## config.mk

```make
export PLATFORM = sky130hd
export DESIGN_NAME = kmp_stream_matcher_core
export DESIGN_NICKNAME = d
export VERILOG_FILES = /design/src/design/kmp_pkg.sv /design/src/design/kmp_stream_matcher_core.sv /design/src/design/kmp_cell.sv
export SDC_FILE = /design/constraint.sdc
export NUM_CORES = 1
export LEC_CHECK = 0
export BUFFER_PORTS_ARGS = -buffer_cell sky130_fd_sc_hd__clkbuf_2
export CORE_AREA = 2 2 218 220
export DETAILED_ROUTE_END_ITERATION = 8
export DIE_AREA = 0 0 220 222
export PLACE_DENSITY = 0.59
export REMOVE_ABC_BUFFERS = 1
export SLEW_MARGIN = 25
export SYNTH_ARGS = -nofsm -noshare
export SYNTH_HDL_FRONTEND = slang
export SYNTH_HIERARCHICAL = 1
export SYNTH_SLANG_ARGS = --single-unit
```

## constraint.sdc

```tcl
create_clock -name i_clk -period 11.3 [get_ports i_clk]
set_input_delay 1.13 -clock i_clk [delete_from_list [all_inputs] [get_ports i_clk]]
set_output_delay 1.13 -clock i_clk [all_outputs]
set_load 0.01 [all_outputs]
```

## src/design/kmp_pkg.sv

```systemverilog
package kmp_pkg;

    localparam int MAX_PATTERN_DEF   = 32;
    localparam int SYMBOL_BITS_DEF   = 8;
    localparam int POSITION_BITS_DEF = 32;
    localparam int SYMBOL_W          = 8;
    localparam int MATCH_W           = 32;

    typedef enum logic {
        ACT_LOAD  = 1'b0,
        ACT_MATCH = 1'b1
    } t_action;

    typedef struct packed {
        logic load_we;
        logic step;
        logic clear;
        logic flush;
        logic used;
        logic last;
    } t_cell_ctrl;

endpackage

```

## src/design/kmp_stream_matcher_core.sv

```systemverilog
// Streaming pattern matcher over a symbol stream.
// Input channel: i_valid / o_stall with fields i_action, i_symbol, i_first.
//   i_action load appends a pattern symbol (i_first starts a new pattern);
//   i_action match feeds one text symbol (i_first starts a new text).
// Output channel: o_valid / i_stall with o_match_start, the 0-based text
//   index where a complete match begins; overlapping matches are reported.
// Each pattern symbol sits in one cell of a row; a cell flags that the
//   prefix ending there matches the text, and passes that flag to the next
//   cell on every text item.
// Throughput: one item per cycle while o_stall is low.
// A result appears on o_valid in the cycle after its text item is accepted.
// When the receiver stalls with a result pending, o_stall rises and holds
//   the input until the result is taken; the result stays stable.
// Reset (synchronous, active low) clears pattern length, matched prefixes,
//   text position and o_valid; symbols and o_match_start are not cleared.
module kmp_stream_matcher_core import kmp_pkg::*; #(
    parameter int MAX_PATTERN   = MAX_PATTERN_DEF,
    parameter int SYMBOL_BITS   = SYMBOL_BITS_DEF,
    parameter int POSITION_BITS = POSITION_BITS_DEF
) (
    input  logic                i_clk,
    input  logic                i_rst_n,
    input  logic                i_valid,
    output logic                o_stall,
    input  logic                i_action,
    input  logic [SYMBOL_W-1:0] i_symbol,
    input  logic                i_first,
    output logic                o_valid,
    input  logic                i_stall,
    output logic [MATCH_W-1:0]  o_match_start
);

    localparam int LEN_W = $clog2(MAX_PATTERN + 1);

    logic [LEN_W-1:0]         r_len;
    logic [LEN_W-1:0]         n_len;
    logic [POSITION_BITS-1:0] r_pos;
    logic [POSITION_BITS-1:0] n_pos;
    logic                     r_out_valid;
    logic                     n_out_valid;
    logic [MATCH_W-1:0]       r_match_start;
    logic [MATCH_W-1:0]       n_match_start;

    logic                     in_go;
    logic                     load_go;
    logic                     text_go;
    logic [LEN_W-1:0]         len_eff;
    logic [POSITION_BITS-1:0] pos_eff;
    logic [POSITION_BITS-1:0] start_pos;
    logic [MATCH_W-1:0]       start_out;
    logic [SYMBOL_BITS-1:0]   sym_c;
    logic [MAX_PATTERN:0]     chain;
    logic [MAX_PATTERN-1:0]   hit_vec;
    logic [MAX_PATTERN-1:0]   used_vec;
    logic                     hit;
    t_cell_ctrl               ctrl [MAX_PATTERN];

    assign o_stall       = r_out_valid && i_stall;
    assign o_valid       = r_out_valid;
    assign o_match_start = r_match_start;

    assign in_go   = i_valid && !o_stall;
    assign load_go = in_go && (i_action == ACT_LOAD);
    assign text_go = in_go && (i_action == ACT_MATCH);
    assign len_eff = i_first ? '0 : r_len;
    assign pos_eff = i_first ? '0 : r_pos;
    assign hit     = |hit_vec;

    assign start_pos = pos_eff - POSITION_BITS'(r_len - 1'b1);

    generate
        if (SYMBOL_BITS > SYMBOL_W) begin : g_sym_wide
            assign sym_c = {{(SYMBOL_BITS - SYMBOL_W){1'b0}}, i_symbol};
        end else begin : g_sym_narrow
            assign sym_c = i_symbol[SYMBOL_BITS-1:0];
        end
        if (POSITION_BITS >= MATCH_W) begin : g_pos_wide
            assign start_out = start_pos[MATCH_W-1:0];
        end else begin : g_pos_narrow
            assign start_out = {{(MATCH_W - POSITION_BITS){1'b0}}, start_pos};
        end
    endgenerate

    always_comb begin
        for (int j = 0; j < MAX_PATTERN; j++) begin
            ctrl[j].load_we = load_go && (len_eff == LEN_W'(j));
            ctrl[j].step    = text_go;
            ctrl[j].clear   = load_go && i_first;
            ctrl[j].flush   = text_go && i_first;
            ctrl[j].used    = r_len > LEN_W'(j);
            ctrl[j].last    = r_len == LEN_W'(j + 1);
            used_vec[j]     = r_len > LEN_W'(j);
        end
    end

    assign chain[0] = 1'b1;

    generate
        for (genvar g = 0; g < MAX_PATTERN; g++) begin : g_cell
            kmp_cell #(
                .SYMBOL_BITS(SYMBOL_BITS)
            ) u_cell (
                .i_clk    (i_clk),
                .i_rst_n  (i_rst_n),
                .i_ctrl   (ctrl[g]),
                .i_symbol (sym_c),
                .i_act    (chain[g]),
                .o_act    (chain[g+1]),
                .o_hit    (hit_vec[g])
            );
        end
    endgenerate

    always_comb begin
        n_len = r_len;
        if (load_go && (len_eff < LEN_W'(MAX_PATTERN))) begin
            n_len = len_eff + 1'b1;
        end
    end

    always_comb begin
        n_pos = r_pos;
        if (text_go) begin
            // hold at the top value
            n_pos = (&pos_eff) ? pos_eff : pos_eff + 1'b1;
        end
    end

    always_comb begin
        n_out_valid   = r_out_valid;
        n_match_start = r_match_start;
        if (in_go) begin
            n_out_valid   = hit;
            n_match_start = start_out;
        end else if (!i_stall) begin
            n_out_valid = 1'b0;
        end
    end

    always_ff @(posedge i_clk) begin
        r_match_start <= n_match_start;
    end

    always_ff @(posedge i_clk) begin
        if (!i_rst_n) begin
            r_len       <= '0;
            r_pos       <= '0;
            r_out_valid <= 1'b0;
        end else begin
            r_len       <= n_len;
            r_pos       <= n_pos;
            r_out_valid <= n_out_valid;
        end
    end

`ifndef NO_ASSERTIONS
    a_len_bound: assert property (@(posedge i_clk) disable iff (!i_rst_n)
        r_len <= LEN_W'(MAX_PATTERN))
        else $error("pattern length beyond capacity");

    a_one_hit: assert property (@(posedge i_clk) disable iff (!i_rst_n)
        $onehot0(hit_vec))
        else $error("more than one cell reports a full match");

    a_act_in_pattern: assert property (@(posedge i_clk) disable iff (!i_rst_n)
        (chain[MAX_PATTERN:1] & ~used_vec) == '0)
        else $error("matched prefix beyond pattern length");

    a_result_source: assert property (@(posedge i_clk) disable iff (!i_rst_n)
        $rose(r_out_valid) |-> $past(text_go))
        else $error("result without an accepted text item");
`endif

endmodule

```

## src/design/kmp_cell.sv

```systemverilog
module kmp_cell import kmp_pkg::*; #(
    parameter int SYMBOL_BITS = SYMBOL_BITS_DEF
) (
    input  logic                   i_clk,
    input  logic                   i_rst_n,
    input  t_cell_ctrl             i_ctrl,
    input  logic [SYMBOL_BITS-1:0] i_symbol,
    input  logic                   i_act,
    output logic                   o_act,
    output logic                   o_hit
);

    logic [SYMBOL_BITS-1:0] r_sym;
    logic [SYMBOL_BITS-1:0] n_sym;
    logic                   r_act;
    logic                   n_act;
    logic                   act_calc;

    assign act_calc = i_act && i_ctrl.used && (r_sym == i_symbol);
    assign o_hit    = i_ctrl.step && act_calc && i_ctrl.last;
    assign o_act    = r_act && !i_ctrl.flush;

    always_comb begin
        n_sym = r_sym;
        n_act = r_act;
        if (i_ctrl.load_we) begin
            n_sym = i_symbol;
        end
        if (i_ctrl.clear) begin
            n_act = 1'b0;
        end else if (i_ctrl.step) begin
            // drop the flag of the last pattern cell after a full match
            n_act = act_calc && !i_ctrl.last;
        end
    end

    always_ff @(posedge i_clk) begin
        r_sym <= n_sym;
    end

    always_ff @(posedge i_clk) begin
        if (!i_rst_n) begin
            r_act <= 1'b0;
        end else begin
            r_act <= n_act;
        end
    end

endmodule
```

==> impl_metrics.yaml, run 1 <==
outcome:
  status: "complete, no violations"
clock_tree:
  cts_root_buffer: "clkbuf_16"
  hold_buffers: 0
  cts_resized: 0
  clockBufferDepth: 3
  htree_levels: 2
  cts_setup_buffers: 0
  clk_latency_ns: 0.56
  cts_buffers: 41
  cts_tree: "built"
  cts.clk_slew.worst_paths_ns: 0.06
  clock-sinks: 358
sta:
  finalMaxSlewViolations: 0
  final.min_clock_period_ns: 4.758
  final.period_utilization_pct: 42.10
  finalHoldViolCount: 0
  worstMarginPinSlew_ns: 1.013
  clock-skew-final_ns: 0.02094
  max-slew-margin-rel_pct: 32.35
  finalSetupTns_ns: 0
  whs_ns: 0.5269
  setup_viol: 0
  rsz0062_at_grt: "false"
  max_freq_ghz: 0.2102
pwr:
  p_seq_share_pct: 49.6
  powerDensity_nw_per_um2: 138.0
  p_sw_share_pct: 22.86
  p_switching_w: 0.0006651
  internal-power_w: 0.002244
  combinationalPowerShare_pct: 6.7
  ir_worst_vdd_mv: 0.1097
  leakagePower_nw: 7.365
  clkPwrFrac_pct: 43.7
detailed_routing:
  wire_per_inst_um: 19.25
  drc: 0
  drt-total-wl_um: 44910
  num_vias: 12860
  ant_nets: 0
  drt_first_pass_iters: 5
  drt-vias-per-instance: 5.514
  first_iter_violations: 936
place:
  hpwl_um: 27600
  gp_routability_congestion: 0.8677
  place_area_um2: 19810
  io_buffer_count: 47
floorplanning:
  die_w_um: 220
  core-area_um2: 46260
  row_count: 79
  chipHeight_um: 222
  die-area_um2: 48840
  io_pins: 48
  initial_core_util_pct: 40.83
finish:
  drive_above_1_share_pct: 10.37
  layout.nets: 1733
  synthToLayoutAreaGrowth_pct: 11.66
  postLayoutCellArea_um2: 21090
  num_antenna_cells: 0
setup_path:
  startpoint_type: "flop"
  cp.required_ns: 11.73
  critPathMaxFanout: 24
  worst_ep_arrival_time_ns: 5.19
  cp-end-kind: "flop"
  ff2ff_path_depth: 15
  critical_path_class: "flop to flop"
logic_synthesis:
  avgSynthCellArea_um2: 11.43
  yosys_warnings: 6
  syn_inst: 1652
  synth_area_um2: 18890
worst_hold_path:
  hp-class: "flop to flop"
  min_path_cells: 2
global_routing:
  overflow: 0
  track_usage_pct: 18.31
  grt_max_degree: 103
  antenna_found_initial: 0
  grt_pass1_wl_um: 70690
  grt_pass1_vias: 12450
flow_run:
  max_cap_viol_count: 0
==> through the flow <==
step / worst slack (ns) / cells / util, % / total power (W)
2_1_floorplan: 6.232 / 1589 / - / 0.001573
3_3_place_gp: 6.117 / 2262 / 42.81 / 0.001664
3_5_place_dp: 6.046 / 2262 / 42.81 / 0.001667
4_1_cts: 6.626 / 2333 / 45.58 / 0.002950
5_1_grt: 6.229 / 2333 / 45.59 / 0.003015
6_report: 6.542 / 2333 / 45.59 / 0.002910
==> layout make-up <==
cell class                 count  area, um2
timing repair buffer          66      387.9
clock inverter                18      126.4
clock buffer                  53       1155
sequential                   358      10050
fill                        4291      25170
multi-input combinational   1201       8498
inverter                      30      112.6
tap                          607      759.5
==> placed cells by master, fill, tap and decap left out, types with 11 or more instances in the layout <==
cell         n
buf_4       23
nor3_1      22
nor4_1      21
o21ai_0     34
o21a_1      12
nor4bb_1    33
nand3_1     55
nand4_1     45
and3_1      79
ha_1        20
nor2_1      93
a31oi_1     11
inv_1       28
dfxtp_1     70
clkbuf_2    39
a31o_1      31
nor4_2      32
xnor2_1    175
a21oi_1     33
nor2b_1     65
xor2_1     141
edfxtp_1   288
nor3b_1     34
clkbuf_16   44
nand2_1     98
and2_1      51
==> flip-flops by register name, summed over array words and instances, names as in the netlist <==
| register | flops |
|---|---|
| g_cell.u_cell/r_act | 31 |
| g_cell.u_cell/r_sym | 256 |
| o_match_start | 32 |
| o_valid | 1 |
| r_len | 6 |
| r_pos | 32 |
==> power by group through the flow <==
stage	clock (W)	combinational, W	sequential [W]
floorplan	0	0.000100	0.00147
global placement	0	0.000193	0.00147
detailed placement	0	0.000197	0.00147
CTS	0.00131	0.000198	0.00144
global route	0.00136	0.000215	0.00144
finish	0.00127	0.000196	0.00144
==> per-layer routing <==
metal / track usage, % / vias to the layer above / share of wire [%]
met5: 0 / - / 0
met4: 6.625 / 0 / 3.0
met3: 2.401 / 86 / 4.4
met2: 28.02 / 339 / 45
met1: 26.48 / 6302 / 48
li1: - / 6136 / -
==> critical path: stages, from the launching register on <==
cell,delay (ns)
dfxtp_1,0.66
inv_1,0.25
ha_1,0.28
inv_1,0.32
nor2_2,0.07
buf_4,0.24
inv_1,0.13
ha_1,0.28
nor4bb_1,0.16
a311o_1,0.42
a22o_1,0.21
a221oi_1,0.68
o211ai_2,0.29
o21bai_1,0.21
mux2_1,0.34
nand2_1,0.07
==> worst paths after layout <==
| kind | startpoint | end | slack, ns |
|---|---|---|---|
| max | r_len[0]$_SDFFE_PN0P_ | o_match_start[22]$_DFFE_PP_ | 6.54 |
| min | r_pos[1]$_SDFFE_PN0P_ | r_pos[1]$_SDFFE_PN0P_ | 0.53 |
| max reg2reg | r_len[0]$_SDFFE_PN0P_ | o_match_start[22]$_DFFE_PP_ | 6.54 |
| min reg2reg | r_pos[1]$_SDFFE_PN0P_ | r_pos[1]$_SDFFE_PN0P_ | 0.53 |
Note: power is estimated with default switching activity, not from simulation.
==> inputs of run 2 (changes only) <==
Settings changed: PLACE_DENSITY 0.59 to 0.61.
Clock period 11.3 ns to 3.89 ns, I/O delays scaled along.
==> run 2 against run 1 <==
Against the previous run:
- non-clock buffer count grew 32
- total power grew to 3.0 times the previous value
- sequential power grew to 2.9 times the previous value
==> impl_metrics.yaml, run 2 (synthesis gave the netlist of run 1 again) <==
detailed_routing:
  drc: 0
  drt-total-wl_um: 44690
  wire_per_inst_um: 18.86
  drt_first_pass_iters: 7
  drt-vias-per-instance: 5.473
  ant_nets: 0
  first_iter_violations: 1035
  num_vias: 12970
pwr:
  ir_worst_vdd_mv: 0.2695
  p_total_w: 0.008759
  powerDensity_nw_per_um2: 406.2
  leakagePower_nw: 7.631
place:
  hpwl_um: 29360
  place_area_um2: 20160
  gp_routability_congestion: 0.8826
  pre_cts_ws_ns: 0.1785
  io_buffer_count: 47
  dp_cells: 2294
sta:
  final.period_utilization_pct: 92.90
  clock-skew-final_ns: 0.01930
  finalMaxSlewViolations: 0
  max-slew-margin-rel_pct: 48.44
  finalHoldViolCount: 0
  fin_ws_ns: 0.2762
  rsz0062_at_grt: "false"
  final.min_clock_period_ns: 3.614
  setup_viol: 0
  max_freq_ghz: 0.2767
  worstMarginPinSlew_ns: 0.7663
clock_tree:
  clock-sinks: 358
  cts_buffers: 41
  clk_latency_ns: 0.57
  clockBufferDepth: 3
  htree_levels: 2
  cts.clk_slew.worst_paths_ns: 0.06
  cts_root_buffer: "clkbuf_16"
  cts_tree: "built"
finish:
  fin_util_pct: 46.61
  largest_register: "g_cell.u_cell/r_sym"
  largest_reg_flops: 256
  final_cell_mix: "edfxtp_1 (288), xnor2_1 (175), xor2_1 (141), nand2_1 (99), nor2_1 (93)"
  stdcell_count: 2369
  layout.nets: 1765
  synthToLayoutAreaGrowth_pct: 14.17
  nFillCells: 4197
  num_antenna_cells: 0
  postLayoutCellArea_um2: 21560
  final_common_cell: "edfxtp_1"
  drive_above_1_share_pct: 12.15
setup_path:
  crit_cells: 14
  critical_path_class: "flop to flop"
  crit_end: "o_match_start[28]$_DFFE_PP_"
  reg2reg_to: "o_match_start[28]$_DFFE_PP_"
  critPathTopFamily: "compound AO/OA/AOI/OAI gates"
  cpMaxStageDelayCell: "mux2_2"
  critPathMaxFanout: 5
  cpPeakStageDelay_ns: 0.37
  startpoint_type: "flop"
  reg2reg_slack_ns: 0.28
  ff2ff_path_depth: 14
  crit_buf_inv: 2
  cp.required_ns: 4.30
  cp-end-kind: "flop"
  worstPathCellList: "inv_1, ha_1, inv_1, or2_2, xnor2_1, ha_1, a21o_1, a21oi_1, a2111oi_4, o2111ai_1, a21oi_1, o21ai_1, mux2_2, o211ai_1"
  worst_ep_arrival_time_ns: 4.03
  r2r-start: "r_len[0]$_SDFFE_PN0P_"
  cp-startpoint: "r_len[0]$_SDFFE_PN0P_"
global_routing:
  overflow: 0
  antenna_found_initial: 0
  grt_pass1_wl_um: 71440
  grt_max_degree: 65
  grt_pass1_vias: 12680
  track_usage_pct: 18.42
floorplanning:
  die_w_um: 220
  io_pins: 48
  chipHeight_um: 222
  die-area_um2: 48840
  row_count: 79
  core-area_um2: 46260
  initial_core_util_pct: 40.83
outcome:
  status: "complete, no violations"
worst_hold_path:
  hp-class: "input port to flop"
flow_run:
  max_cap_viol_count: 0
-- run 2: cell types whose count changed in the layout (fill, tap and decap cells not counted), moves of 2 or more --
| cell | change |
|---|---|
| clkinv_2 | +4 |
| buf_4 | +23 |
| clkinv_1 | -5 |
| bufinv_16 | +4 |
| clkbuf_8 | +2 |
| buf_12 | +9 |
| clkinvlp_4 | -4 |
| clkbuf_1 | +5 |
| clkbuf_16 | -2 |
-- run 2: cell type report --
type                            instances  area (um2)  share of cell area [%]
Clock inverter                         17       239.0                   1.108
Multi-Input combinational cell       1201        8508                   39.46
Inverter                               30       112.6                  0.5222
Sequential cell                       358       10050                   46.61
Clock buffer                           58        1151                   5.338
Timing Repair Buffer                   98       743.2                   3.447
Tap cell                              607       759.5                   3.522
-- run 2: metrics by stage --
step	hold slack [ns]	TNS (ns)
global placement	0.5065	0
global route	0.1709	0
CTS	0.1611	0
floorplan	0.4750	-23.61
finish	0.1890	0
detailed placement	0.5231	0
-- run 2: worst register-to-register path: stages, from the launching register on --
cell	delay (ns)
dfxtp_1	0.31
inv_1	0.12
ha_1	0.18
inv_1	0.09
or2_2	0.31
xnor2_1	0.13
ha_1	0.35
a21o_1	0.20
a21oi_1	0.32
a2111oi_4	0.16
o2111ai_1	0.33
a21oi_1	0.15
o21ai_1	0.27
mux2_2	0.38
o211ai_1	0.15
-- run 2: layer usage --
| metal | vias up | track usage [%] | share of wire (%) |
|---|---|---|---|
| met2 | 337 | 28.92 | 46 |
| met1 | 6366 | 26.28 | 47 |
| met5 | - | 0 | 0 |
| li1 | 6193 | - | - |
| met3 | 69 | 3.182 | 5.2 |
| met4 | 0 | 4.785 | 1.9 |
-- run 2: how the worst min path moves through the flow --
| stage | end | depth (start not counted) | slack, ns | from |
|---|---|---|---|---|
| 2_1_floorplan | r_pos[1]$_SDFFE_PN0P_ | 2 | 0.47 | r_pos[1]$_SDFFE_PN0P_ |
| 3_3_place_gp | r_pos[30]$_SDFFE_PN0P_ | 2 | 0.51 | r_pos[30]$_SDFFE_PN0P_ |
| 3_5_place_dp | r_pos[30]$_SDFFE_PN0P_ | 2 | 0.52 | r_pos[30]$_SDFFE_PN0P_ |
| 4_1_cts | g_cell[27].u_cell/r_sym[0]$_DFFE_PP_ | 1 | 0.16 | i_symbol[0] |
| 5_1_grt | g_cell[13].u_cell/r_sym[3]$_DFFE_PP_ | 1 | 0.17 | i_symbol[3] |
| 6_report | g_cell[27].u_cell/r_sym[0]$_DFFE_PP_ | 1 | 0.19 | i_symbol[0] |
-- run 2: what timing repair did --
| action | 4_1_cts | 5_1_grt |
|---|---|---|
| setup buffers | 0 | 0 |
| setup endpoints to repair | 0 | 1 |
| gates resized for setup | 0 | 2 |
| hold buffers | 0 | 0 |
-- run 2: report_power, final --
| part | switching (W) | internal (W) | leakage (nW) |
|---|---|---|---|
| Combinational | 0.000384 | 0.000214 | 3.75 |
| Sequential | 0.0000126 | 0.00417 | 3.19 |
| Clock | 0.00157 | 0.00241 | 0.685 |
==> inputs of run 3 (changes only) <==
Settings changed: REMOVE_ABC_BUFFERS 1 to not set.
==> run 3 against run 2 <==
Against the previous run:
- fmax is 1.8% higher
- global-route usage fell by 0.16 points
- via count decreased by 0.42%
- worst setup slack improved by 0.063 ns
- count of clock-buffer cells in the layout decreased by 9
- die area is the same
- total power about the same
- clock skew fell by 0.0052 ns
- utilization is essentially flat
- critical path type unchanged
- highest routed layer is now met5
==> impl_metrics.yaml, run 3 (synthesis gave the netlist of run 1 again) <==
outcome:
  status: "complete, no violations"
clock_tree:
  clk_latency_ns: 0.56
  cts.clk_slew.worst_paths_ns: 0.06
  cts_tree: "built"
  cts_buffers: 40
  clockBufferDepth: 3
  cts_root_buffer: "clkbuf_16"
  clock-sinks: 358
  htree_levels: 2
finish:
  layout.nets: 1757
  num_antenna_cells: 0
  seqCellArea_um2: 10050
  final_cell_mix: "edfxtp_1 (288), xnor2_1 (175), xor2_1 (141), nand2_1 (99), nor2_1 (93)"
  drive_above_1_share_pct: 11.92
  synthToLayoutAreaGrowth_pct: 14.16
  largest_register: "g_cell.u_cell/r_sym"
  final_common_cell: "edfxtp_1"
  multi_input_area_um2: 8536
  nFillCells: 4249
  postLayoutCellArea_um2: 21560
  largest_reg_flops: 256
global_routing:
  grt_pass1_wl_um: 71460
  grt_pass1_vias: 12720
  antenna_found_initial: 1
  track_usage_pct: 18.26
  overflow: 0
  grt_max_degree: 65
floorplanning:
  row_count: 79
  chipHeight_um: 222
  core-area_um2: 46260
  initial_core_util_pct: 40.83
  io_pins: 48
  die_w_um: 220
  die-area_um2: 48840
setup_path:
  critPathMaxFanout: 5
  cp-end-kind: "flop"
  r2r-start: "r_len[2]$_SDFFE_PN0P_"
  critical_path_class: "flop to flop"
  startpoint_type: "flop"
  cp.required_ns: 4.31
  worst_ep_arrival_time_ns: 3.97
  cp-startpoint: "r_len[2]$_SDFFE_PN0P_"
pwr:
  ir_worst_vdd_mv: 0.3247
  leakagePower_nw: 7.614
  powerDensity_nw_per_um2: 406.4
sta:
  max_freq_ghz: 0.2816
  clock-skew-final_ns: 0.01410
  finalMaxSlewViolations: 0
  max-slew-margin-rel_pct: 38.09
  final.period_utilization_pct: 91.28
  worstMarginPinSlew_ns: 0.9287
  finalHoldViolCount: 0
  final.min_clock_period_ns: 3.551
  rsz0062_at_grt: "false"
  setup_viol: 0
  finalSetupTns_ns: 0
detailed_routing:
  drt-vias-per-instance: 5.470
  drc: 0
  num_vias: 12910
  first_iter_violations: 915
  drt-total-wl_um: 43780
  ant_nets: 0
  drt_first_pass_iters: 5
  wire_per_inst_um: 18.55
worst_hold_path:
  hp-start: "i_symbol[4]"
  hp-class: "input port to flop"
place:
  hpwl_um: 29060
  io_buffer_count: 47
  place_area_um2: 20160
  gp_routability_congestion: 0.8656
flow_run:
  max_cap_viol_count: 0
logic_synthesis:
  synth_nets: 1687
run 3: cell count changes in the layout (fill, tap and decap cells not counted), sizes merged:
cell	change
clkinv	+4
clkbuf	-9
buf	-7
bufinv	+2
clkinvlp	+1
run 3: critical path, cell delays in order (launching register included):
cell and delay [ns]:
dfxtp_1 0.37, nor4_4 0.33, inv_2 0.09, nor2_4 0.09, inv_1 0.07, ha_1 0.35
nor4bb_1 0.16, a311o_1 0.38, or4_4 0.56, o211ai_2 0.19, o211ai_2 0.20, o21bai_1 0.21
mux2_1 0.34, nand2_1 0.07
run 3: repair_timing:
item                       CTS  global route
hold buffers                 0             0
buffers inserted             0             0
resized for setup            0             2
setup endpoints to repair    0             4
run 3: stage by stage:
step	hold slack, ns	util (%)	power (W)	worst slack (ns)	cells
floorplan	0.4750	-	0.004596	-0.03067	1652
global placement	0.5068	43.58	0.004854	0.3239	2287
detailed placement	0.5285	43.58	0.004864	0.2433	2287
CTS	0.08299	46.59	0.008865	0.2157	2360
global route	0.09781	46.61	0.009077	0.1193	2360
finish	0.1079	46.61	0.008763	0.3391	2360
run 3: layer usage:
metal	GRT usage, %	share of wire, %	vias up
li1	-	-	6198
met2	28.09	45	310
met1	26.70	48	6352
met4	4.914	1.6	2
met5	0	0.027	-
met3	2.840	5.4	48
run 3: cell type report:
| type | count | area share [%] |
|---|---|---|
| flip-flops and latches | 358 | 46.61 |
| inverters | 30 | 0.5223 |
| multi-input cells | 1201 | 39.59 |
| clock buffers | 49 | 5.043 |
| well taps | 607 | 3.523 |
| clock inverters | 24 | 1.404 |
| repair buffers | 91 | 3.308 |
run 3: power breakdown:
part | internal, W | switching (W)
logic | 0.000214 | 0.000382
registers | 0.00417 | 0.0000112
clock network | 0.00245 | 0.00153
total | 0.00684 | 0.00192
run 3: path summary, 6_finish.rpt:
check | end | slack (ns) | cells past startpoint
worst max-delay path | o_match_start[22]$_DFFE_PP_ | 0.34 | 13
worst min-delay path | g_cell[24].u_cell/r_sym[4]$_DFFE_PP_ | 0.11 | 1
worst max register to register | o_match_start[22]$_DFFE_PP_ | 0.34 | 13
worst min register to register | r_pos[30]$_SDFFE_PN0P_ | 0.54 | 2
